<file path="src/rtl/core/brbpd_pkg.sv">
// ---------------------------------------------------------------------------
// brbpd_pkg
// Types and constants for the circular byte queue with peek and discard.
// ---------------------------------------------------------------------------
`timescale 1ns / 1ps

package brbpd_pkg;

    localparam int DEPTH    = 1024;
    localparam int MAX_READ = 64;
    localparam int AW       = $clog2(DEPTH);
    localparam int CNT_W    = $clog2(DEPTH + 1);
    localparam int RW       = $clog2(MAX_READ + 1);

    typedef enum logic [1:0] {
        OP_WRITE   = 2'd0,
        OP_PEEK    = 2'd1,
        OP_DISCARD = 2'd2,
        OP_STATUS  = 2'd3
    } opcode_t;

    typedef enum logic {
        ST_IDLE,
        ST_PEEK
    } state_t;

    typedef struct packed {
        logic          wr_en;
        logic [AW-1:0] wr_addr;
        logic [7:0]    wr_data;
        logic          rd_en;
        logic [AW-1:0] rd_addr;
    } mem_req_t;

    typedef struct packed {
        logic [7:0]       byte_out;
        logic             byte_valid;
        logic             last;
        logic [CNT_W-1:0] done_count;
        logic [CNT_W-1:0] stored_count;
        logic [CNT_W-1:0] free_count;
    } result_t;

    typedef struct packed {
        logic    load;
        result_t res;
    } out_ld_t;

    // pos < cap and n <= cap, so one subtract brings the sum back into range
    function automatic logic [AW-1:0] wrap_add(input logic [AW-1:0] pos,
                                                input logic [CNT_W-1:0] n,
                                                input logic [CNT_W-1:0] cap);
        logic [CNT_W:0] sum;
        sum = {{(CNT_W + 1 - AW){1'b0}}, pos} + {1'b0, n};
        if (sum >= {1'b0, cap})
        begin
            sum = sum - {1'b0, cap};
        end
        return sum[AW-1:0];
    endfunction

endpackage

</file>
<file path="src/rtl/core/brbpd_out.sv">
// ---------------------------------------------------------------------------
// brbpd_out
// Result register: holds one result item until the receiver takes it.
// ---------------------------------------------------------------------------
`timescale 1ns / 1ps

module brbpd_out
    import brbpd_pkg::*;
(
    input  logic             clk,
    input  logic             rst_n,
    input  out_ld_t          ld,
    input  logic             rsp_stall,
    output logic             rsp_valid,
    output logic [7:0]       byte_out,
    output logic             byte_valid,
    output logic             last,
    output logic [CNT_W-1:0] done_count,
    output logic [CNT_W-1:0] stored_count,
    output logic [CNT_W-1:0] free_count
);

    logic    valid_reg;
    logic    valid_next;
    result_t res_reg;

    always_comb
    begin
        valid_next = valid_reg;
        if (ld.load)
        begin
            valid_next = 1'b1;
        end
        else if (!rsp_stall)
        begin
            valid_next = 1'b0;
        end
    end

    always_ff @(posedge clk or negedge rst_n)
    begin
        if (!rst_n)
        begin
            valid_reg <= 1'b0;
        end
        else
        begin
            valid_reg <= valid_next;
        end
    end

    always_ff @(posedge clk)
    begin
        if (ld.load)
        begin
            res_reg <= ld.res;
        end
    end

    assign rsp_valid    = valid_reg;
    assign byte_out     = res_reg.byte_out;
    assign byte_valid   = res_reg.byte_valid;
    assign last         = res_reg.last;
    assign done_count   = res_reg.done_count;
    assign stored_count = res_reg.stored_count;
    assign free_count   = res_reg.free_count;

endmodule

</file>
<file path="config.mk">
export PLATFORM = sky130hd
export DESIGN_NAME = brbpd_out
export DESIGN_NICKNAME = d
export VERILOG_FILES = /design/src/rtl/core/brbpd_pkg.sv /design/src/rtl/core/brbpd_out.sv
export SDC_FILE = /design/constraint.sdc
export NUM_CORES = 1
export LEC_CHECK = 0
export BUFFER_PORTS_ARGS = -buffer_cell sky130_fd_sc_hd__buf_4
export CAP_MARGIN = 20
export CORE_ASPECT_RATIO = 0.9
export CORE_MARGIN = 10
export CORE_UTILIZATION = 43
export DETAILED_ROUTE_END_ITERATION = 10
export GPL_TIMING_DRIVEN = 0
export HOLD_SLACK_MARGIN = 0.08
export PLACE_DENSITY = 0.9
export SLEW_MARGIN = 10
export SYNTH_ARGS = -nofsm -noshare
export SYNTH_HDL_FRONTEND = slang
export SYNTH_SLANG_ARGS = --single-unit
</file>
<file path="constraint.sdc">
create_clock -name clk -period 1.7 [get_ports clk]
set_input_delay 0.34 -clock clk [delete_from_list [all_inputs] [get_ports clk]]
set_output_delay 0.34 -clock clk [all_outputs]
set_load 0.01 [all_outputs]
</file>
==> results.md, run 1 <==
- Clock-pin slew on the worst setup and hold paths: 0.11 ns
- Outcome: finished, final reports clean
- Hold Path Depth: 1
- Syn_nets: a little over 90
- Worst-Skew Late Latency: 0.33 ns
- DRT Wirelength: 3760 µm
- Vias in the first global route: slightly below 900
- CP max FO: 1
- # H-tree levels: 2
- Worst-path cell chain: buf_4
- Slowest Stage Delay on Critical Path: approximately 0.40 ns
- Combinational power share: 13.8%
- Die area: between 5000 and 6000 µm²
- Setup TNS: 0 ns
- Sw Share: a little over a fifth
- Largest net degree at the start of global routing: 45
- Final hold vios: 0
- Initial DRC count: 54
- Routed length per instance: 20.2 µm
- PD cells: 964 nW/µm²
- YS warnings: 0
- Slew Limit Fails: 0
- Core Region: 3000 µm²
- WL met3: 548 µm
- Hold-fix buffers, CTS: 1
- Post-Layout Cell Count: 186
- I/O pin cnt: 91
- FMAX: 815 MHz
- Actual slew at the worst max-slew pin: 0.528 ns
- Share of layout cells above drive strength 1: 66.0%
- VDD IR max: 482 µV
- Mapped Cells: 45
- Clock Path Buffers: 2
- Fillers: 222
- CP max stage cell: edfxtp_1
- Global-route wire length before repair: 5310 µm
- Startpoint types: flop
- Drt drc: 0
- Resized Gates After CTS: 0
- Initial antenna violation count: 0
- DIE WIDTH: 78.5 µm
- RR Startpoint: rsp_valid
- Final Cycle Share: 72.2%
- Routed vias/inst: 4.51
- CP Class: flop to output port
- Bufs and invs on worst path: 1
- Design area: 2110 µm²
- Post-Syn Area: 1320 µm²
- Synthesis-to-layout area growth: 59.5%
- Highest metal used: met4
- Final setup fails: 0
- Reg2Reg Depth: 1
- Internal: 1.61 mW
- Starting Density: 44.2%
- Post-DP Area: 2050 µm²
- Final Worst Setup Slack: 0.472 ns
- Worst Hold Class: primary input to flop
- Rel. slew slack: 64.8%
- Leakage: 0.900 nW
- Placed insts: 177
- Yosys cell types: 3
- Clock share of power: 21.9%
- CTS tree: yes
- Port Buffer Count: 90
- Fin nets: 190
- Routability cong.: 0.648
- GRT Total Usage: between 10% and 20%
- Cell Rows: 19
- Grt ovf: 0
- Maximum capacitance violations: 0
- DRT antenna net count: 0
- DP Worst Slack: 0.540 ns
- Worst EP required: 1.36 ns
- Clock root cell: clkbuf_4
- Psw: ~0.43 mW
- # diodes: 0
- Clock Sinks: 44
- RSZ-0062 raised after global routing: no
- Mean Syn Cell Area: 29.4 µm²
- Worst reg2reg endpoint: rsp_valid
- Top delay family on crit path: flip-flops
- Pre-antenna DRT Iters: 4
- Hold path startpoint: ld[28]
- Register share of total power: 64.3%
- Vias: approximately 840
- Register area share after synthesis: 99.4%
- CP Data Arrival Time: 0.89 ns
- Worst Setup End Kind: output port
- CTS Buf Count: 5
- Min Clock Period, post-route: 1.23 ns
- Met2 WL: 1890 µm
- Clk_skew: 0 ns
- Flops & latches, synth: 44
- Worst reg-to-reg setup slack: 1.03 ns
- Hold EP: done_count[6]
- Met1 WL: between 1000 and 1500 µm
- Die span in y: around 73 µm
- Postcts setup bufs: 0
cell usage after synthesis:
cell type / n / share of area, %
dfrtp_1: 1 / 1.9
edfxtp_1: 43 / 98
a21o_1: 1 / 0.57
registers in the layout, indices dropped and copies added (netlist names):
signal and count:
last 1, done_count 11, rsp_valid 1, stored_count 11, byte_valid 1, byte_out 8
free_count 11
how the worst max path moves through the flow:
stage                     slack (ns)           from  cells after the start            end
final                           0.47  free_count[7]                      1  free_count[7]
after global routing            0.41    byte_out[5]                      1    byte_out[5]
after CTS                       0.44    byte_out[5]                      1    byte_out[5]
after detailed placement        0.54         ld[43]                      1  free_count[0]
after global placement          0.56         ld[43]                      1    byte_out[4]
after floorplan                 0.97    byte_out[0]                      0    byte_out[0]
metrics by stage:
step | hold slack, ns | power (mW) | utilization [%]
floorplan | 0.0444 | 1.38 | -
global placement | 0.116 | 1.60 | 68.5
detailed placement | 0.119 | 1.62 | 68.5
CTS | 0.152 | 2.07 | 70.5
global route | 0.147 | 2.13 | 70.5
finish | 0.169 | 2.04 | 70.5
per-layer routing:
layer	vias to the layer above	global-route usage, %
met5	-	0
li1	378	-
met1	394	12.9
met3	6	8.37
met2	61	21.0
met4	0	5.96
final cells by class:
| cell class | instances | area, µm² | share of cell area, % |
|---|---|---|---|
| sequential | 44 | 1320 | 62.4 |
| multi-input combinational | 1 | 7.51 | 0.356 |
| clock buffer | 7 | 45.0 | 2.13 |
| timing repair buffer | 91 | 686 | 32.5 |
| tap | 42 | 52.6 | 2.49 |
| clock inverter | 1 | 3.75 | 0.178 |
layout by cell type (no fill, tap or decap), drive strengths merged:
cell type,count
a21o,1
buf,90
clkbuf,7
clkinv,1
dfrtp,1
dlygate4sd3,1
edfxtp,43
power by group through the flow:
| stage | logic, mW | registers (mW) | clock network [mW] |
|---|---|---|---|
| floorplan | 0.00124 | 1.38 | 0 |
| finish | 0.281 | 1.31 | 0.447 |
| detailed placement | 0.286 | 1.33 | 0 |
| global route | 0.300 | 1.32 | 0.510 |
| CTS | 0.288 | 1.31 | 0.468 |
| global placement | 0.275 | 1.33 | 0 |
cells by family (layout without fill, tap and decap cells):
logic type	after synthesis	after routing	share of synthesized area, %
flip-flops	44	44	99.4
buffers and inverters	0	99	0
AO/OA/AOI/OAI	1	1	0.567
No activity file was read; power rests on OpenSTA's default activity.
==> inputs of run 2 (changes only) <==
- CORE_UTILIZATION: 43 -> 36
- PLACE_DENSITY: 0.9 -> 0.81
- clock period: 1.7 -> 1 ns (I/O delays scaled with it)
==> run 2 against run 1 <==
Compared with the run above:
- the run now ends with negative setup slack left
- die area rose by 14%
- routed wire length rose by 17%
- via count rose by 14%
- first-iteration DRC count fell by 1.9%
- count of clock-buffer cells in the layout fell by 1
- non-clock buffer count rose by 37
- sequential cell count did not move
- clock power rose to 2.9 times the previous value
- power rose by 110%
- global-route usage rose by 0.16 points
- setup slack got worse by 0.54 ns
==> results.md, run 2 (synthesized netlist as in run 1, its figures left out) <==
- Outcome: finished, violations left
- Failing checks: negative setup slack
- CP max stage cell: edfxtp_1
- Clock Path Buffers: 2 (unchanged)
- DRT Wirelength: 4400 µm (+17%)
- Worst Hold Class: primary input to flop
- Final Cycle Share: 107%
- I/O pin cnt: 91 (unchanged)
- DRT antenna net count: 0 (unchanged)
- Routed length per instance: 19.5 µm (-3.2%)
- # diodes: 0 (unchanged)
- Slowest Stage Delay on Critical Path: 0.43 ns (+0.03 ns)
- Final hold vios: 0 (unchanged)
- Most frequent cells in the layout: buf_4 (49), edfxtp_1 (43), buf_6 (42), dlygate4sd3_1 (37), clkbuf_8 (5)
- Worst EP required: 0.80 ns (-0.56 ns)
- CP Class: flop to output port
- Leakage: 1.14 nW (+26%)
- Cell Rows: 20 (+1)
- Final Worst Setup Slack: -0.0689 ns (-0.541 ns)
- Core Region: 3450 µm² (+15%)
- VDD IR max: 1160 µV (+140%)
- CTS Buf Count: 5 (unchanged)
- Global-route wire length before repair: 6550 µm (+23%)
- CP max FO: 1 (unchanged)
- Initial antenna violation count: 0 (unchanged)
- Largest net degree at the start of global routing: 45 (unchanged)
- # H-tree levels: 2 (unchanged)
- Starting Density: 38.3% (-5.9 points)
- Initial DRC count: 53 (-1.9%)
- RSZ-0062 raised after global routing: yes
- Reg2Reg Depth: 2 (+1)
- Routability cong.: 0.695 (+7.2%)
- Pre-antenna DRT Iters: 4 (unchanged)
- Worst-Skew Late Latency: 0.29 ns (-0.04 ns)
- Most common cell after layout, fill and taps aside: buf_4
- Clock root cell: clkbuf_8
- DIE WIDTH: 83.9 µm (+6.9%)
- Port Buffer Count: 90 (unchanged)
- Fin nets: 227 (+19%)
- Die area: 6510 µm² (+14%)
- RR Startpoint: rsp_valid
- GRT Total Usage: 13.2% (+0.16 points)
- Rel. slew slack: 65.2% (+0.46 points)
- Hold Path Depth: 1 (unchanged)
- FMAX: 936 MHz
- Slew Limit Fails: 0 (unchanged)
- Min Clock Period, post-route: about 1.1 ns
- DP Worst Slack: -0.0216 ns (-0.561 ns)
- Vias in the first global route: 1,168 (+33%)
- CP Data Arrival Time: 0.87 ns (-0.02 ns)
- Actual slew at the worst max-slew pin: 0.521 ns (-0.00684 ns)
- Worst Setup End Kind: output port
- Die span in y: 77.5 µm (+6.7%)
- Maximum capacitance violations: 0 (unchanged)
- Grt ovf: 0 (unchanged)
- Worst reg-to-reg setup slack: 0.19 ns (-0.84 ns)
- Hold path startpoint: ld[3]
- Synthesis-to-layout area growth: 104%
- Worst-path cell chain: buf_6
- Routed vias/inst: 4.26 (-5.5%)
- Startpoint types: flop
- Post-route total power: 4.23 mW (+110%)
- Share of layout cells above drive strength 1: 54.1% (-12 points)
- Setup TNS: -0.908 ns (-0.908 ns)
- Hold EP: free_count[3]
- Clk_skew: 0 ns (unchanged)
- Vias: 959 (+14%)
- Final setup fails: 40 (+40)
- Clock Sinks: 44 (unchanged)
- Critical path depth in cells: 1 (unchanged)
- CTS tree: yes
- Worst reg2reg endpoint: rsp_valid
- Bufs and invs on worst path: 1 (unchanged)
- Top delay family on crit path: flip-flops
- PD cells: 1570 nW/µm² (+63%)
- Drt drc: 0 (unchanged)
- Clock-pin slew on the worst setup and hold paths: 0.08 ns (-0.03 ns)
==> run 2: cell types whose count changed in the layout (fill, tap and decap cells not counted), sizes merged <==
| cell | previous run | this run |
|---|---|---|
| buf | 90 | 91 |
| bufinv | 0 | 1 |
| clkbuf | 7 | 6 |
| dlygate4sd3 | 1 | 37 |
==> run 2: area by class of cell <==
| class | count | area (µm²) |
|---|---|---|
| Timing Repair Buffer | 128 | 1210 |
| Sequential cell | 44 | 1320 |
| Multi-Input combinational cell | 1 | 7.51 |
| Fill cell | 174 | 756 |
| Clock buffer | 6 | 72.6 |
| Tap cell | 44 | 55.1 |
| Clock inverter | 2 | 35.0 |
==> run 2: power by group <==
group,internal (mW),total [mW],switching (mW)
Combinational,0.450,0.681,0.231
Sequential,2.19,2.26,0.0751
Clock,0.741,1.29,0.547
Total,3.38,4.23,0.853
==> run 2: worst max-delay path by stage <==
stage                       to  slack (ns)       startpoint
6_report       stored_count[7]       -0.07  stored_count[7]
5_1_grt            byte_out[3]        -0.1      byte_out[3]
4_1_cts          done_count[7]       -0.06    done_count[7]
3_5_place_dp       byte_out[5]       -0.02           ld[43]
3_3_place_gp   stored_count[4]       0.005           ld[43]
2_1_floorplan        rsp_valid        0.32        rsp_valid
==> run 2: through the flow <==
stage	utilization, %	instance area [µm²]	instances	hold slack [ns]
global placement	59.5	2050	179	-0.0242
detailed placement	59.5	2050	179	-0.0216
global route	78.1	2700	225	0.0802
floorplan	-	1320	45	-0.0956
finish	78.1	2700	225	0.0904
CTS	76.4	2640	222	0.0802
==> run 2: repair_timing <==
item | CTS | global route
endpoints found under the hold margin | 34 | 3
resized for setup | 34 | 8
setup endpoints to repair | 44 | 44
setup buffers | 1 | 0
hold buffers | 34 | 3
==> run 2: layer usage <==
layer / up-vias / global-route usage [%] / wire, µm
met5: - / 0 / 0
met4: 0 / 5.52 / 73
met3: 7 / 9.19 / 689
met2: 60 / 21.7 / 2190
met1: 444 / 12.4 / 1450
li1: 448 / - / -
==> inputs of run 3 (changes only) <==
- GPL_TIMING_DRIVEN: 0 -> 1
- SLEW_MARGIN: 10 -> unset
==> run 3 against run 2 <==
Compared with the run above:
- the run still ends with negative setup slack left
- critical endpoint is now free_count[4]
- combinational power grew 5.3%
- global-route usage is essentially flat
- setup slack lost 0.020 ns
- sequential power is essentially flat
- clock skew is the same
- utilization grew 2.8 points
- sequential cell count is the same
- routed wire length grew 11%
==> results.md, run 3 (synthesized netlist as in run 1, its figures left out) <==
- Outcome: finished, violations left
- Failing checks: negative setup slack
- CP Class: flop to output port
- CP Data Arrival Time: 0.89 ns (+0.02 ns)
- Setup TNS: -1.35 ns (-0.442 ns)
- Vias in the first global route: 1,083 (-7.3%)
- DRT Wirelength: 4870 µm (+11%)
- Core Region: 3450 µm² (unchanged)
- DRT antenna net count: 0 (unchanged)
- DIE WIDTH: 83.9 µm (unchanged)
- WHS: 0.0939 ns (+0.00347 ns)
- Initial DRC count: 42 (-21%)
- Worst-path cell chain: buf_6
- CTS Buf Count: 5 (unchanged)
- CTS tree: yes
- Clock-pin slew on the worst setup and hold paths: 0.09 ns (about the same)
- Port Buffer Count: 90 (unchanged)
- Maximum capacitance violations: 0 (unchanged)
- Slew Limit Fails: 0 (unchanged)
- CP max stage cell: edfxtp_1
- Die area: 6510 µm² (unchanged)
- Worst EP required: 0.80 ns (about the same)
- Die span in y: 77.5 µm (unchanged)
- Most common cell after layout, fill and taps aside: buf_4
- PD cells: 1630 nW/µm² (+3.8%)
- GRT Total Usage: 13.2% (+0.038 points)
- Top delay family on crit path: flip-flops
- RSZ-0062 raised after global routing: yes
- Final Worst Setup Slack: -0.0889 ns (-0.0200 ns)
- Starting Density: 38.3% (unchanged)
- Grt ovf: 0 (unchanged)
- Fin nets: 232 (+2.2%)
- Final Cycle Share: 109% (+2.0 points)
- VDD IR max: 1250 µV (+7.6%)
- Vias: 1,032 (+7.6%)
- Slowest Stage Delay on Critical Path: 0.43 ns (about the same)
- Leakage: 1.18 nW (+3.6%)
- Most frequent cells in the layout: buf_4 (48), edfxtp_1 (43), buf_6 (42), dlygate4sd3_1 (41), clkbuf_8 (5)
- Initial antenna violation count: 0 (unchanged)
- Largest net degree at the start of global routing: 30 (-33%)
- Routed vias/inst: 4.49 (+5.3%)
- Routed length per instance: 21.2 µm (+8.4%)
- Global-route wire length before repair: 6570 µm (+0.31%)
- FMAX: 918 MHz (-1.8%)
- Drt drc: 0 (unchanged)
- Startpoint types: flop
- Clk_skew: 0 ns (unchanged)
- Bufs and invs on worst path: 1 (unchanged)
- Pre-antenna DRT Iters: 4 (unchanged)
- Final setup fails: 37 (-7.5%)
- Worst-Skew Late Latency: 0.30 ns (about the same)
- Routability cong.: 0.684 (-1.5%)
- Worst reg-to-reg setup slack: 0.32 ns (+0.13 ns)
- Worst Hold Class: primary input to flop
- Actual slew at the worst max-slew pin: 0.158 ns (-0.364 ns)
- # diodes: 0 (unchanged)
- Worst Setup End Kind: output port
- Rel. slew slack: 89.5% (+24 points)
- # H-tree levels: 2 (unchanged)
- Cell Rows: 20 (unchanged)
- I/O pin cnt: 91 (unchanged)
- CP max FO: 1 (unchanged)
- Clock Path Buffers: 2 (unchanged)
- Clock root cell: clkbuf_8
- Clock Sinks: 44 (unchanged)
- Utilization after layout: 80.9% (+2.8 points)
- Min Clock Period, post-route: 1.09 ns (+0.0200 ns)
- Final hold vios: 0 (unchanged)
- Share of layout cells above drive strength 1: 53.2% (-0.92 points)
- Synthesis-to-layout area growth: 111%
## run 3: changes by cell type in the layout (fill, tap and decap cells not counted), sizes merged
cell	delta
dlygate4sd3	+4
buf	+1
bufinv	+1
clkinv	-1
## run 3: final cells by class
class / instances / area, µm²
clock inverters: 2 / 60.1
fillers: 173 / 658
flip-flops and latches: 44 / 1320
clock buffers: 6 / 72.6
multi-input cells: 1 / 7.51
repair buffers: 133 / 1280
well taps: 44 / 55.1
## run 3: power breakdown
group / internal, mW / leakage (nW) / switching (mW)
clock network: 0.998 / 0.0654 / 0.568
registers: 2.19 / 0.432 / 0.0799
logic: 0.474 / 0.680 / 0.244
## run 3: routing by layer
layer  GRT usage (%)  vias up  routed length (µm)
met4            3.51        0                  44
met2            22.9       67                2480
met5               0        -                   0
met3            10.1        7                 654
li1                -      460                   -
met1            11.8      498                1690
## run 3: worst paths after layout
check,start,end,cells after the start
worst max-delay path,free_count[4],free_count[4],1
worst min-delay path,ld[35],byte_out[0],1
worst max register to register,rsp_valid,rsp_valid,1
worst min register to register,rsp_valid,rsp_valid,1
max in group asynchronous,rst_n,rsp_valid,2
min in group asynchronous,rst_n,rsp_valid,2
## run 3: timing repair
item | in CTS | in global routing
gates cloned | 0 | 0
setup buffers | 0 | 0
hold endpoints to repair | 26 | 15
gates resized for setup | 28 | 14
endpoints found under the setup margin | 44 | 44
hold buffers | 26 | 15
## run 3: through the flow
step | cell area [µm²] | instances | setup slack, ns | power (mW)
final | 2800 | 230 | -0.0889 | 4.55
after global routing | 2800 | 230 | -0.110 | 4.71
after CTS | 2590 | 215 | -0.0579 | 4.45
after detailed placement | 2090 | 181 | 0.179 | 2.77
after global placement | 2090 | 181 | 0.189 | 2.75
after floorplan | 1320 | 45 | 0.317 | 2.35
