[src/rtl/core/brbpd_pkg.sv]
// ---------------------------------------------------------------------------
// brbpd_pkg
// Types and constants for the circular byte queue with peek and discard.
// ---------------------------------------------------------------------------
`timescale 1ns / 1ps

package brbpd_pkg;

    localparam int DEPTH    = 1024;
    localparam int MAX_READ = 64;
    localparam int AW       = $clog2(DEPTH);
    localparam int CNT_W    = $clog2(DEPTH + 1);
    localparam int RW       = $clog2(MAX_READ + 1);

    typedef enum logic [1:0] {
        OP_WRITE   = 2'd0,
        OP_PEEK    = 2'd1,
        OP_DISCARD = 2'd2,
        OP_STATUS  = 2'd3
    } opcode_t;

    typedef enum logic {
        ST_IDLE,
        ST_PEEK
    } state_t;

    typedef struct packed {
        logic          wr_en;
        logic [AW-1:0] wr_addr;
        logic [7:0]    wr_data;
        logic          rd_en;
        logic [AW-1:0] rd_addr;
    } mem_req_t;

    typedef struct packed {
        logic [7:0]       byte_out;
        logic             byte_valid;
        logic             last;
        logic [CNT_W-1:0] done_count;
        logic [CNT_W-1:0] stored_count;
        logic [CNT_W-1:0] free_count;
    } result_t;

    typedef struct packed {
        logic    load;
        result_t res;
    } out_ld_t;

    // pos < cap and n <= cap, so one subtract brings the sum back into range
    function automatic logic [AW-1:0] wrap_add(input logic [AW-1:0] pos,
                                                input logic [CNT_W-1:0] n,
                                                input logic [CNT_W-1:0] cap);
        logic [CNT_W:0] sum;
        sum = {{(CNT_W + 1 - AW){1'b0}}, pos} + {1'b0, n};
        if (sum >= {1'b0, cap})
        begin
            sum = sum - {1'b0, cap};
        end
        return sum[AW-1:0];
    endfunction

endpackage

[src/rtl/core/brbpd_ctrl.sv]
// ---------------------------------------------------------------------------
// brbpd_ctrl
// Queue pointers, capacity register and the peek read sequencer.
// ---------------------------------------------------------------------------
`timescale 1ns / 1ps

module brbpd_ctrl
    import brbpd_pkg::*;
(
    input  logic             clk,
    input  logic             rst_n,
    input  logic             cfg_write,
    input  logic [CNT_W-1:0] cfg_data,
    input  logic             req_valid,
    output logic             req_stall,
    input  logic [1:0]       opcode,
    input  logic [7:0]       byte_in,
    input  logic [AW-1:0]    offset,
    input  logic [CNT_W-1:0] count,
    input  logic             rsp_valid,
    input  logic             rsp_stall,
    output mem_req_t         mem_req,
    input  logic [7:0]       mem_rd_data,
    output out_ld_t          out_ld
);

    state_t           state_reg, state_next;
    logic [CNT_W-1:0] cap_reg, cap_next;
    logic [AW-1:0]    head_reg, head_next;
    logic [AW-1:0]    tail_reg, tail_next;
    logic [CNT_W-1:0] fill_reg, fill_next;
    logic [AW-1:0]    rd_pos_reg, rd_pos_next;
    logic [RW-1:0]    rem_reg, rem_next;
    logic             pend_reg, pend_next;
    logic             pend_last_reg, pend_last_next;

    logic             out_free;
    logic             accept;
    logic             issue;
    logic             move;
    logic [CNT_W-1:0] off_ext;
    logic [CNT_W-1:0] avail;
    logic [CNT_W-1:0] peek_n1;
    logic [CNT_W-1:0] peek_n;
    logic [CNT_W-1:0] disc_n;
    logic [CNT_W-1:0] done_val;

    assign out_free  = !rsp_valid || !rsp_stall;
    assign req_stall = (state_reg != ST_IDLE) || !out_free;
    assign accept    = req_valid && !req_stall;

    assign off_ext = {{(CNT_W - AW){1'b0}}, offset};
    assign avail   = fill_reg - off_ext;
    assign peek_n1 = (count < avail) ? count : avail;
    assign peek_n  = (peek_n1 > CNT_W'(MAX_READ)) ? CNT_W'(MAX_READ) : peek_n1;
    assign disc_n  = (count < fill_reg) ? count : fill_reg;

    assign issue = (state_reg == ST_PEEK) && (rem_reg != '0) && (!pend_reg || out_free);
    assign move  = pend_reg && out_free;

    always_comb
    begin
        state_next     = state_reg;
        cap_next       = cap_reg;
        head_next      = head_reg;
        tail_next      = tail_reg;
        fill_next      = fill_reg;
        rd_pos_next    = rd_pos_reg;
        rem_next       = rem_reg;
        pend_next      = pend_reg;
        pend_last_next = pend_last_reg;
        done_val       = '0;
        mem_req        = '0;
        out_ld         = '0;

        mem_req.wr_addr = tail_reg;
        mem_req.wr_data = byte_in;
        mem_req.rd_addr = rd_pos_reg;

        if (cfg_write)
        begin
            if (cfg_data == '0)
            begin
                cap_next = CNT_W'(1);
            end
            else if (cfg_data > CNT_W'(DEPTH))
            begin
                cap_next = CNT_W'(DEPTH);
            end
            else
            begin
                cap_next = cfg_data;
            end
            head_next = '0;
            tail_next = '0;
            fill_next = '0;
        end
        else if (accept)
        begin
            case (opcode_t'(opcode))
                OP_WRITE:
                begin
                    if (fill_reg < cap_reg)
                    begin
                        mem_req.wr_en = 1'b1;
                        tail_next     = wrap_add(tail_reg, CNT_W'(1), cap_reg);
                        fill_next     = fill_reg + CNT_W'(1);
                        done_val      = CNT_W'(1);
                    end
                end
                OP_PEEK:
                begin
                    if ((count != '0) && (fill_reg != '0) && (off_ext < fill_reg))
                    begin
                        state_next  = ST_PEEK;
                        rd_pos_next = wrap_add(head_reg, off_ext, cap_reg);
                        rem_next    = peek_n[RW-1:0];
                    end
                end
                OP_DISCARD:
                begin
                    head_next = wrap_add(head_reg, disc_n, cap_reg);
                    fill_next = fill_reg - disc_n;
                    done_val  = disc_n;
                end
                default:
                begin
                    done_val = '0;
                end
            endcase

            if (opcode_t'(opcode) != OP_PEEK)
            begin
                out_ld.load             = 1'b1;
                out_ld.res.byte_out     = '0;
                out_ld.res.byte_valid   = 1'b0;
                out_ld.res.last         = 1'b1;
                out_ld.res.done_count   = done_val;
                out_ld.res.stored_count = fill_next;
                out_ld.res.free_count   = cap_reg - fill_next;
            end
        end

        // peek sequencer: each read is issued ahead of its hand-over, which waits for a free result register
        if (move)
        begin
            out_ld.load             = 1'b1;
            out_ld.res.byte_out     = mem_rd_data;
            out_ld.res.byte_valid   = 1'b1;
            out_ld.res.last         = pend_last_reg;
            out_ld.res.done_count   = '0;
            out_ld.res.stored_count = fill_reg;
            out_ld.res.free_count   = cap_reg - fill_reg;
            pend_next               = 1'b0;
        end

        if (issue)
        begin
            mem_req.rd_en  = 1'b1;
            rd_pos_next    = wrap_add(rd_pos_reg, CNT_W'(1), cap_reg);
            rem_next       = rem_reg - RW'(1);
            pend_next      = 1'b1;
            pend_last_next = (rem_reg == RW'(1));
        end

        if ((state_reg == ST_PEEK) && (rem_next == '0) && !pend_next)
        begin
            state_next = ST_IDLE;
        end
    end

    always_ff @(posedge clk or negedge rst_n)
    begin
        if (!rst_n)
        begin
            state_reg     <= ST_IDLE;
            cap_reg       <= CNT_W'(DEPTH);
            head_reg      <= '0;
            tail_reg      <= '0;
            fill_reg      <= '0;
            rd_pos_reg    <= '0;
            rem_reg       <= '0;
            pend_reg      <= 1'b0;
            pend_last_reg <= 1'b0;
        end
        else
        begin
            state_reg     <= state_next;
            cap_reg       <= cap_next;
            head_reg      <= head_next;
            tail_reg      <= tail_next;
            fill_reg      <= fill_next;
            rd_pos_reg    <= rd_pos_next;
            rem_reg       <= rem_next;
            pend_reg      <= pend_next;
            pend_last_reg <= pend_last_next;
        end
    end

endmodule

[config.mk]
export PLATFORM = sky130hd
export DESIGN_NAME = brbpd_ctrl
export DESIGN_NICKNAME = d
export VERILOG_FILES = /design/src/rtl/core/brbpd_pkg.sv /design/src/rtl/core/brbpd_ctrl.sv
export SDC_FILE = /design/constraint.sdc
export NUM_CORES = 1
export LEC_CHECK = 0
export ABC_AREA = 1
export BUFFER_PORTS_ARGS = -buffer_cell sky130_fd_sc_hd__buf_2
export CAP_MARGIN = 0
export CORE_MARGIN = 2
export CORE_UTILIZATION = 57
export CTS_BUF_LIST = sky130_fd_sc_hd__clkbuf_4 sky130_fd_sc_hd__clkbuf_8 sky130_fd_sc_hd__clkbuf_16
export DETAILED_ROUTE_END_ITERATION = 10
export PLACE_DENSITY = 0.89
export SLEW_MARGIN = 20
export SYNTH_ARGS = -nofsm -noshare
export SYNTH_HDL_FRONTEND = slang
export SYNTH_SLANG_ARGS = --single-unit
export TNS_END_PERCENT = 20
[constraint.sdc]
create_clock -name clk -period 5.95 [get_ports clk]
set_clock_uncertainty 0.15 [all_clocks]
set_input_delay 0.595 -clock clk [delete_from_list [all_inputs] [get_ports clk]]
set_output_delay 0.595 -clock clk [all_outputs]
set_load 0.005 [all_outputs]
==> results by group, run 1 <==
Global routing
  • Largest net degree at the start of global routing: 63
  • Number of global-route vias before repair: 10500
  • Global-route wire length before repair: a little over 50000 µm
  • Tot GR Track Use: between 30% and 40%
  • Initial antenna violation count: 0
  • Gr ovfl total: 0

Critical path
  • R2r startpoint: fill_reg[4]
  • Reg2reg end: head_reg[0]
  • Setup crit start: fill_reg[4]
  • CP Data Arrival Time: ~5 ns
  • Required time of the critical path: ~5.2 ns
  • Critical-path maximum fanout: 8
  • R2R depth: 28
  • Slowest stage delay, CP: 0.39 ns
  • Worst path slowest cell: ha_2
  • CP Class: reg2out
  • R2r setup slk: 1.00 ns
  • Setup crit end kind: output port
  • CP Capture Point: out_ld[10]
  • Type of origin of the critical path: register

Place
  • PortBufs: 114
  • Detailed Place HPWL: 26100 µm
  • Final GP Congestion: between 1 and 1.5

Finish
  • Commonest non-fill, non-tap cell in the layout: nand2_1
  • ANT cells: 0
  • Fill count: between 1500 and 2000
  • Most frequent cells in the layout: nand2_1 (351), inv_1 (238), ha_1 (122)
  • Multi-input gate area: 7580 µm²
  • Fin nets: roughly 1900
  • Register area: 1550 µm²
  • Share of cells above drive strength 1: between 10% and 20%
  • Area growth from synthesis to layout: 14.9%
  • Final Util: between 60% and 70%

Logic synthesis
  • Synth Flop Type: dfrtp_1
  • Sequential area share after synthesis: approximately 15%
  • Synth warnings: 0
  • Mapped Area: 10100 µm²
  • Yosys reg bits: 62
  • Post-synthesis cell count: around 1600
  • Synthesized Nets: roughly 1800
  • Synth async-reset ratio: 100%
  • Synth cell types: 64
  • Syn Area/Cell: between 6 and 7 µm²
  • Post-synth EDFFs: 0

Die
  • Die Ht: about 140 µm
  • # rows: between 40 and 50
  • Initial Util: between 50% and 60%
  • Core Region: 17300 µm²
  • I/O pins: between 100 and 150
  • Die area: between 15000 and 20000 µm²
  • Die width: between 100 and 150 µm

Route
  • Drt wl/cell: 17.2 µm
  • Routed vias: around 11000
  • Drt initial violations: between 1000 and 1500
  • DRC viols: 0
  • First-pass DRT Iterations: 6
  • Post-route ant nets: 0
  • Via density: 5.93
  • Drt total wl: roughly 33000 µm

Timing
  • Max Freq: about 170 MHz
  • Slew Viols, Final: 0
  • Final Hold Viols: 0
  • Unrepaired setup endpoints after global routing: true
  • Final min period: a little under 6 ns
  • Fin crit share: 97.2%
  • Worst-margin pin slew: 1.07 ns
  • Hold_ws: roughly 0.25 ns
  • Final setup fails: 0
  • Max-slew headroom at the worst pin: 28.0%

Clock tree
  • Htree depth: 3
  • Clk buf depth: 2
  • CTS tree: yes
  • Cts hold-fix bufs: 0
  • Clk Latency, worst-skew pair: roughly 0.35 ns
  • CTS sink cnt: 62
  • CTS buffer count: 9
  • Clk pin slew, worst setup/hold paths: about 0.06 ns
  • CTS Root Cell: clkbuf_16

Run
  • Max cap viols: 0

Power
  • Worst VDD drop: approximately 0.00017 V
  • PnR Total Power: approximately 2.5 mW
  • PD cells: 217 nW/µm²
  • Leakage: around 6.3 nW

Hold path
  • Hold crit path type: in2async

Outcome
  • Status: complete, no violations
stage by stage:
stage,setup WS (ns),setup TNS [ns],std cells,instance area [µm²]
after floorplan,0.762,0,1556,10100
after global placement,0.214,0,1891,10900
after detailed placement,0.0399,0,1891,10900
after CTS,0.000650,0,1907,11300
after global routing,-0.115,-0.264,1916,11600
final,0.167,0,1916,11600
worst min-delay path by stage:
| stage | startpoint | endpoint | slack (ns) | cells past startpoint |
|---|---|---|---|---|
| detailed placement | rem_reg[1] | rem_reg[1] | 0.36 | 2 |
| finish | rst_n | rem_reg[5] | 0.25 | 2 |
| floorplan | rst_n | cap_reg[0] | 0.15 | 0 |
| global route | rst_n | rem_reg[5] | 0.35 | 2 |
| CTS | rst_n | rem_reg[5] | 0.31 | 2 |
| global placement | rem_reg[1] | rem_reg[1] | 0.36 | 2 |
routing by layer:
layer,part of all wire [%],vias to the layer above,GRT usage (%),wire length [µm]
met5,0,-,0,0
met4,6.0,0,19.8,1960
met3,9.9,160,5.85,3270
met2,45,644,56.9,14700
met1,39,5111,43.7,13000
li1,-,5454,-,-
cell families (layout without fill, tap and decap cells):
family	count (synthesis)	count (layout)	share of synthesized area (%)
DFF	62	62	15.4
AOI/OAI and AO/OA	324	324	18.8
buffers and inverters	290	424	11.5
adders and majority gates	141	141	18.3
xor gates and xnor gates	81	81	7.13
and+or+nand+nor	658	659	28.9
power breakdown:
group	switching, mW	internal, mW	total, mW
clock	0.218	0.368	0.586
combinational	0.825	0.533	1.36
sequential	0.0793	0.480	0.559
total	1.12	1.38	2.50
critical path: cells and delay by family (launching register included):
family                   cells  cell delay (ns)
flip-flops                   1             0.37
buffers and inverters        5             0.47
AO/OA/AOI/OAI                7             1.00
adder cells (fa/ha/maj)      3             1.07
XOR/XNOR                     2             0.39
AND/OR/NAND/NOR             11             1.36
layout make-up:
type                       instances  area share (%)
clock buffer                       9            1.95
clock inverter                     7           0.855
inverter                         257            8.39
multi-input combinational       1205            65.6
sequential                        62            13.4
tap                              225            2.44
timing repair buffer             151            7.34
repair_timing:
item	CTS	global route
setup endpoints to repair	1	6
buffers inserted	0	8
pin swaps	0	13
resized for setup	1	57
gates cloned	0	1
cell usage after synthesis (3+ instances only):
master | count | area, µm²
nand4_1 | 33 | 206
xor2_1 | 63 | 552
a21o_1 | 3 | 22.5
inv_1 | 239 | 897
o21ai_2 | 4 | 35.0
inv_2 | 15 | 56.3
or2_2 | 4 | 25.0
nand3_2 | 3 | 30.0
nor4_1 | 6 | 37.5
buf_2 | 5 | 25.0
o211ai_2 | 3 | 37.5
o21ai_1 | 24 | 120
nand2_2 | 6 | 37.5
o211ai_1 | 9 | 67.6
o2111ai_1 | 4 | 35.0
nor3_1 | 33 | 165
a31oi_1 | 4 | 25.0
nor2_2 | 3 | 18.8
dfrtp_1 | 61 | 1530
o21bai_1 | 7 | 52.6
a21oi_1 | 112 | 561
nor2_4 | 3 | 33.8
o22ai_1 | 36 | 225
o21ai_0 | 93 | 465
fa_1 | 10 | 200
nor2_1 | 109 | 409
nand3b_1 | 4 | 30.0
nand3_1 | 89 | 445
buf_4 | 11 | 82.6
clkbuf_1 | 14 | 52.6
ha_1 | 131 | 1640
o31ai_1 | 4 | 30.0
xnor2_1 | 17 | 149
nand2_1 | 352 | 1320
Note: power is estimated with default switching activity, not from simulation.
==> run 2: changes to the inputs <==
Settings changed: BUFFER_PORTS_ARGS -buffer_cell sky130_fd_sc_hd__buf_2 to -buffer_cell sky130_fd_sc_hd__buf_4.
==> results by group, run 2 (synthesized netlist as in run 1, its figures left out) <==
Die
  • # rows: 48 (unchanged)
  • Die Ht: 137 µm (unchanged)
  • Initial Util: 58.1% (unchanged)
  • Die width: 137 µm (unchanged)
  • Core Region: 17300 µm² (unchanged)
  • Die area: 18700 µm² (unchanged)
  • I/O pins: 131 (unchanged)

Power
  • Clk pwr share: 20.7% (-2.7 points)
  • Sw Pwr: 1.17 mW (+4.1%)
  • Switching share of power: 46.6% (+1.8 points)
  • PD cells: 211 nW/µm² (-2.8%)
  • Gate power share: 56.8% (+2.6 points)
  • Internal power: 1.34 mW (-3.0%)
  • Worst VDD drop: 0.000173 V (+2.0%)
  • Leakage: 6.35 nW (+1.5%)
  • Part of the power in registers: 22.5% (+0.2 points)

Timing
  • Max-slew headroom at the worst pin: 43.3% (+15 points)
  • Unrepaired setup endpoints after global routing: true
  • Final Hold Viols: 0 (unchanged)
  • Final min period: 5.73 ns (-0.0531 ns)
  • Slew Viols, Final: 0 (unchanged)
  • Max Freq: 175 MHz (+0.93%)
  • Fin crit share: 96.3% (-0.89 points)
  • Worst-margin pin slew: 0.851 ns (-0.218 ns)
  • Final setup fails: 0 (unchanged)
  • Total negative setup slack: 0 ns (unchanged)

Global routing
  • Tot GR Track Use: 36.6% (+1.7 points)
  • Gr ovfl total: 0 (unchanged)
  • Peak-usage layer in the global routing report: met2
  • Number of global-route vias before repair: 10500 (-0.25%)
  • Initial antenna violation count: 0 (unchanged)
  • GR Util met2: 60.9% (+4.1 points)
  • M1 GR Usage: 46.1% (+2.4 points)
  • GR Util met3: 6.15% (+0.30 points)
  • Global-route wire length before repair: 53300 µm (+4.0%)
  • Largest net degree at the start of global routing: 63 (unchanged)

Route
  • Drt initial violations: 1194 (-15%)
  • Drt wl/cell: 18.3 µm (+6.3%)
  • Drt total wl: 35200 µm (+6.9%)
  • Via density: 5.99 (+0.98%)
  • DRC viols: 0 (unchanged)
  • Routed vias: 11500 (+1.5%)
  • Post-route ant nets: 0 (unchanged)
  • First-pass DRT Iterations: 8 (+2)

Critical path
  • CP Class: reg2out
  • Type of origin of the critical path: register
  • Setup crit end kind: output port
  • Required time of the critical path: 5.20 ns (about the same)
  • CP Data Arrival Time: 4.99 ns (-0.05 ns)
  • Critical-path maximum fanout: 6 (-2)
  • Most frequent CP cell: nand2_1
  • R2r setup slk: 1.03 ns (+0.03 ns)
  • Slowest stage delay, CP: 0.38 ns (about the same)
  • Worst path slowest cell: dfrtp_1

Hold path
  • Hold crit path type: in2async

Clock tree
  • Clk Latency, worst-skew pair: 0.36 ns (about the same)
  • Cts hold-fix bufs: 0 (unchanged)
  • CTS Root Cell: clkbuf_16
  • Htree depth: 3 (unchanged)
  • Clk buf depth: 2 (unchanged)
  • CTS tree: yes
  • Clk pin slew, worst setup/hold paths: 0.06 ns (about the same)
  • CTS sink cnt: 62 (unchanged)
  • CTS buffer count: 9 (unchanged)

Finish
  • Fill count: 1525 (+0.66%)
  • Share of cells above drive strength 1: 16.5% (+0.97 points)
  • Commonest non-fill, non-tap cell in the layout: nand2_1
  • Area growth from synthesis to layout: 18.5%
  • ANT cells: 0 (unchanged)
  • Fin nets: 1893 (+0.53%)
  • Non-Filler Instances: 1926 (+0.52%)
  • Most frequent cells in the layout: nand2_1 (349), inv_1 (236), buf_4 (160)

Run
  • Max cap viols: 0 (unchanged)

Place
  • Dpl cells: 1892 (+0.053%)
  • Detailed Place HPWL: 27800 µm (+6.2%)
  • Final GP Congestion: 1.01 (-0.23%)
  • PortBufs: 114 (unchanged)

Outcome
  • Status: complete, no violations
## run 2: cell count changes in the layout (fill, tap and decap cells not counted), moves of 3 or more
| cell | previous run | this run |
|---|---|---|
| a21oi_2 | 8 | 5 |
| buf_2 | 114 | 0 |
| buf_4 | 37 | 160 |
| clkinv_4 | 3 | 0 |
| inv_6 | 0 | 4 |
| o21ai_2 | 10 | 13 |
## run 2: critical path, delay by kind of cell (launching register included)
kind / cells / cell delay (ns)
AOI/OAI and AO/OA: 10 / 1.49
buffers and inverters: 3 / 0.32
DFF: 1 / 0.38
adders and majority gates: 3 / 0.86
and+or+nand+nor: 13 / 1.59
## run 2: path summary, 6_finish.rpt
kind	startpoint	end	cells past startpoint
setup / recovery	fill_reg[10]	out_ld[8]	29
hold / removal	rst_n	rem_reg[5]	1
setup reg to reg	fill_reg[10]	head_reg[1]	30
hold reg to reg	pend_last_reg	pend_last_reg	2
max in group asynchronous	rst_n	tail_reg[9]	1
min in group clk	cfg_data[1]	cap_reg[1]	3
## run 2: final cells by class
type                            instances  area [µm²]  area share (%)
Multi-Input combinational cell       1206        7620            64.0
Tap cell                              225         282            2.36
Clock inverter                          7        55.1           0.462
Timing Repair Buffer                  160        1200            10.1
Inverter                              257         970            8.14
Clock buffer                            9         225            1.89
Sequential cell                        62        1550            13.0
## run 2: what timing repair did
action | 4_1_cts | 5_1_grt
cloned | 0 | 2
pin swaps | 0 | 20
setup buffers | 0 | 16
resized for setup | 4 | 64
endpoints found under the setup margin | 3 | 6
## run 2: per-stage QoR
step	area, µm²	worst slack, ns	hold WS, ns	total power [mW]	utilization [%]
after global routing	11900	-0.142	0.258	2.70	68.9
after detailed placement	11200	0.000274	0.368	1.90	64.9
after global placement	11200	0.190	0.354	1.86	64.9
after floorplan	10100	0.762	0.149	1.54	-
after CTS	11500	0.0258	0.226	2.43	66.6
final	11900	0.220	0.183	2.51	68.9
## run 2: power groups by stage
stage | Combinational (mW) | Clock, mW | Sequential (mW)
2_1_floorplan | 0.987 | 0 | 0.548
3_3_place_gp | 1.29 | 0 | 0.563
3_5_place_dp | 1.34 | 0 | 0.566
4_1_cts | 1.35 | 0.514 | 0.560
5_1_grt | 1.59 | 0.536 | 0.573
6_report | 1.42 | 0.520 | 0.564
## run 2: per-layer routing
layer / wire length (µm) / part of all wire [%]
met1: 14200 / 40
met2: 16100 / 46
met3: 2920 / 8.3
met4: 1970 / 5.6
met5: 0 / 0
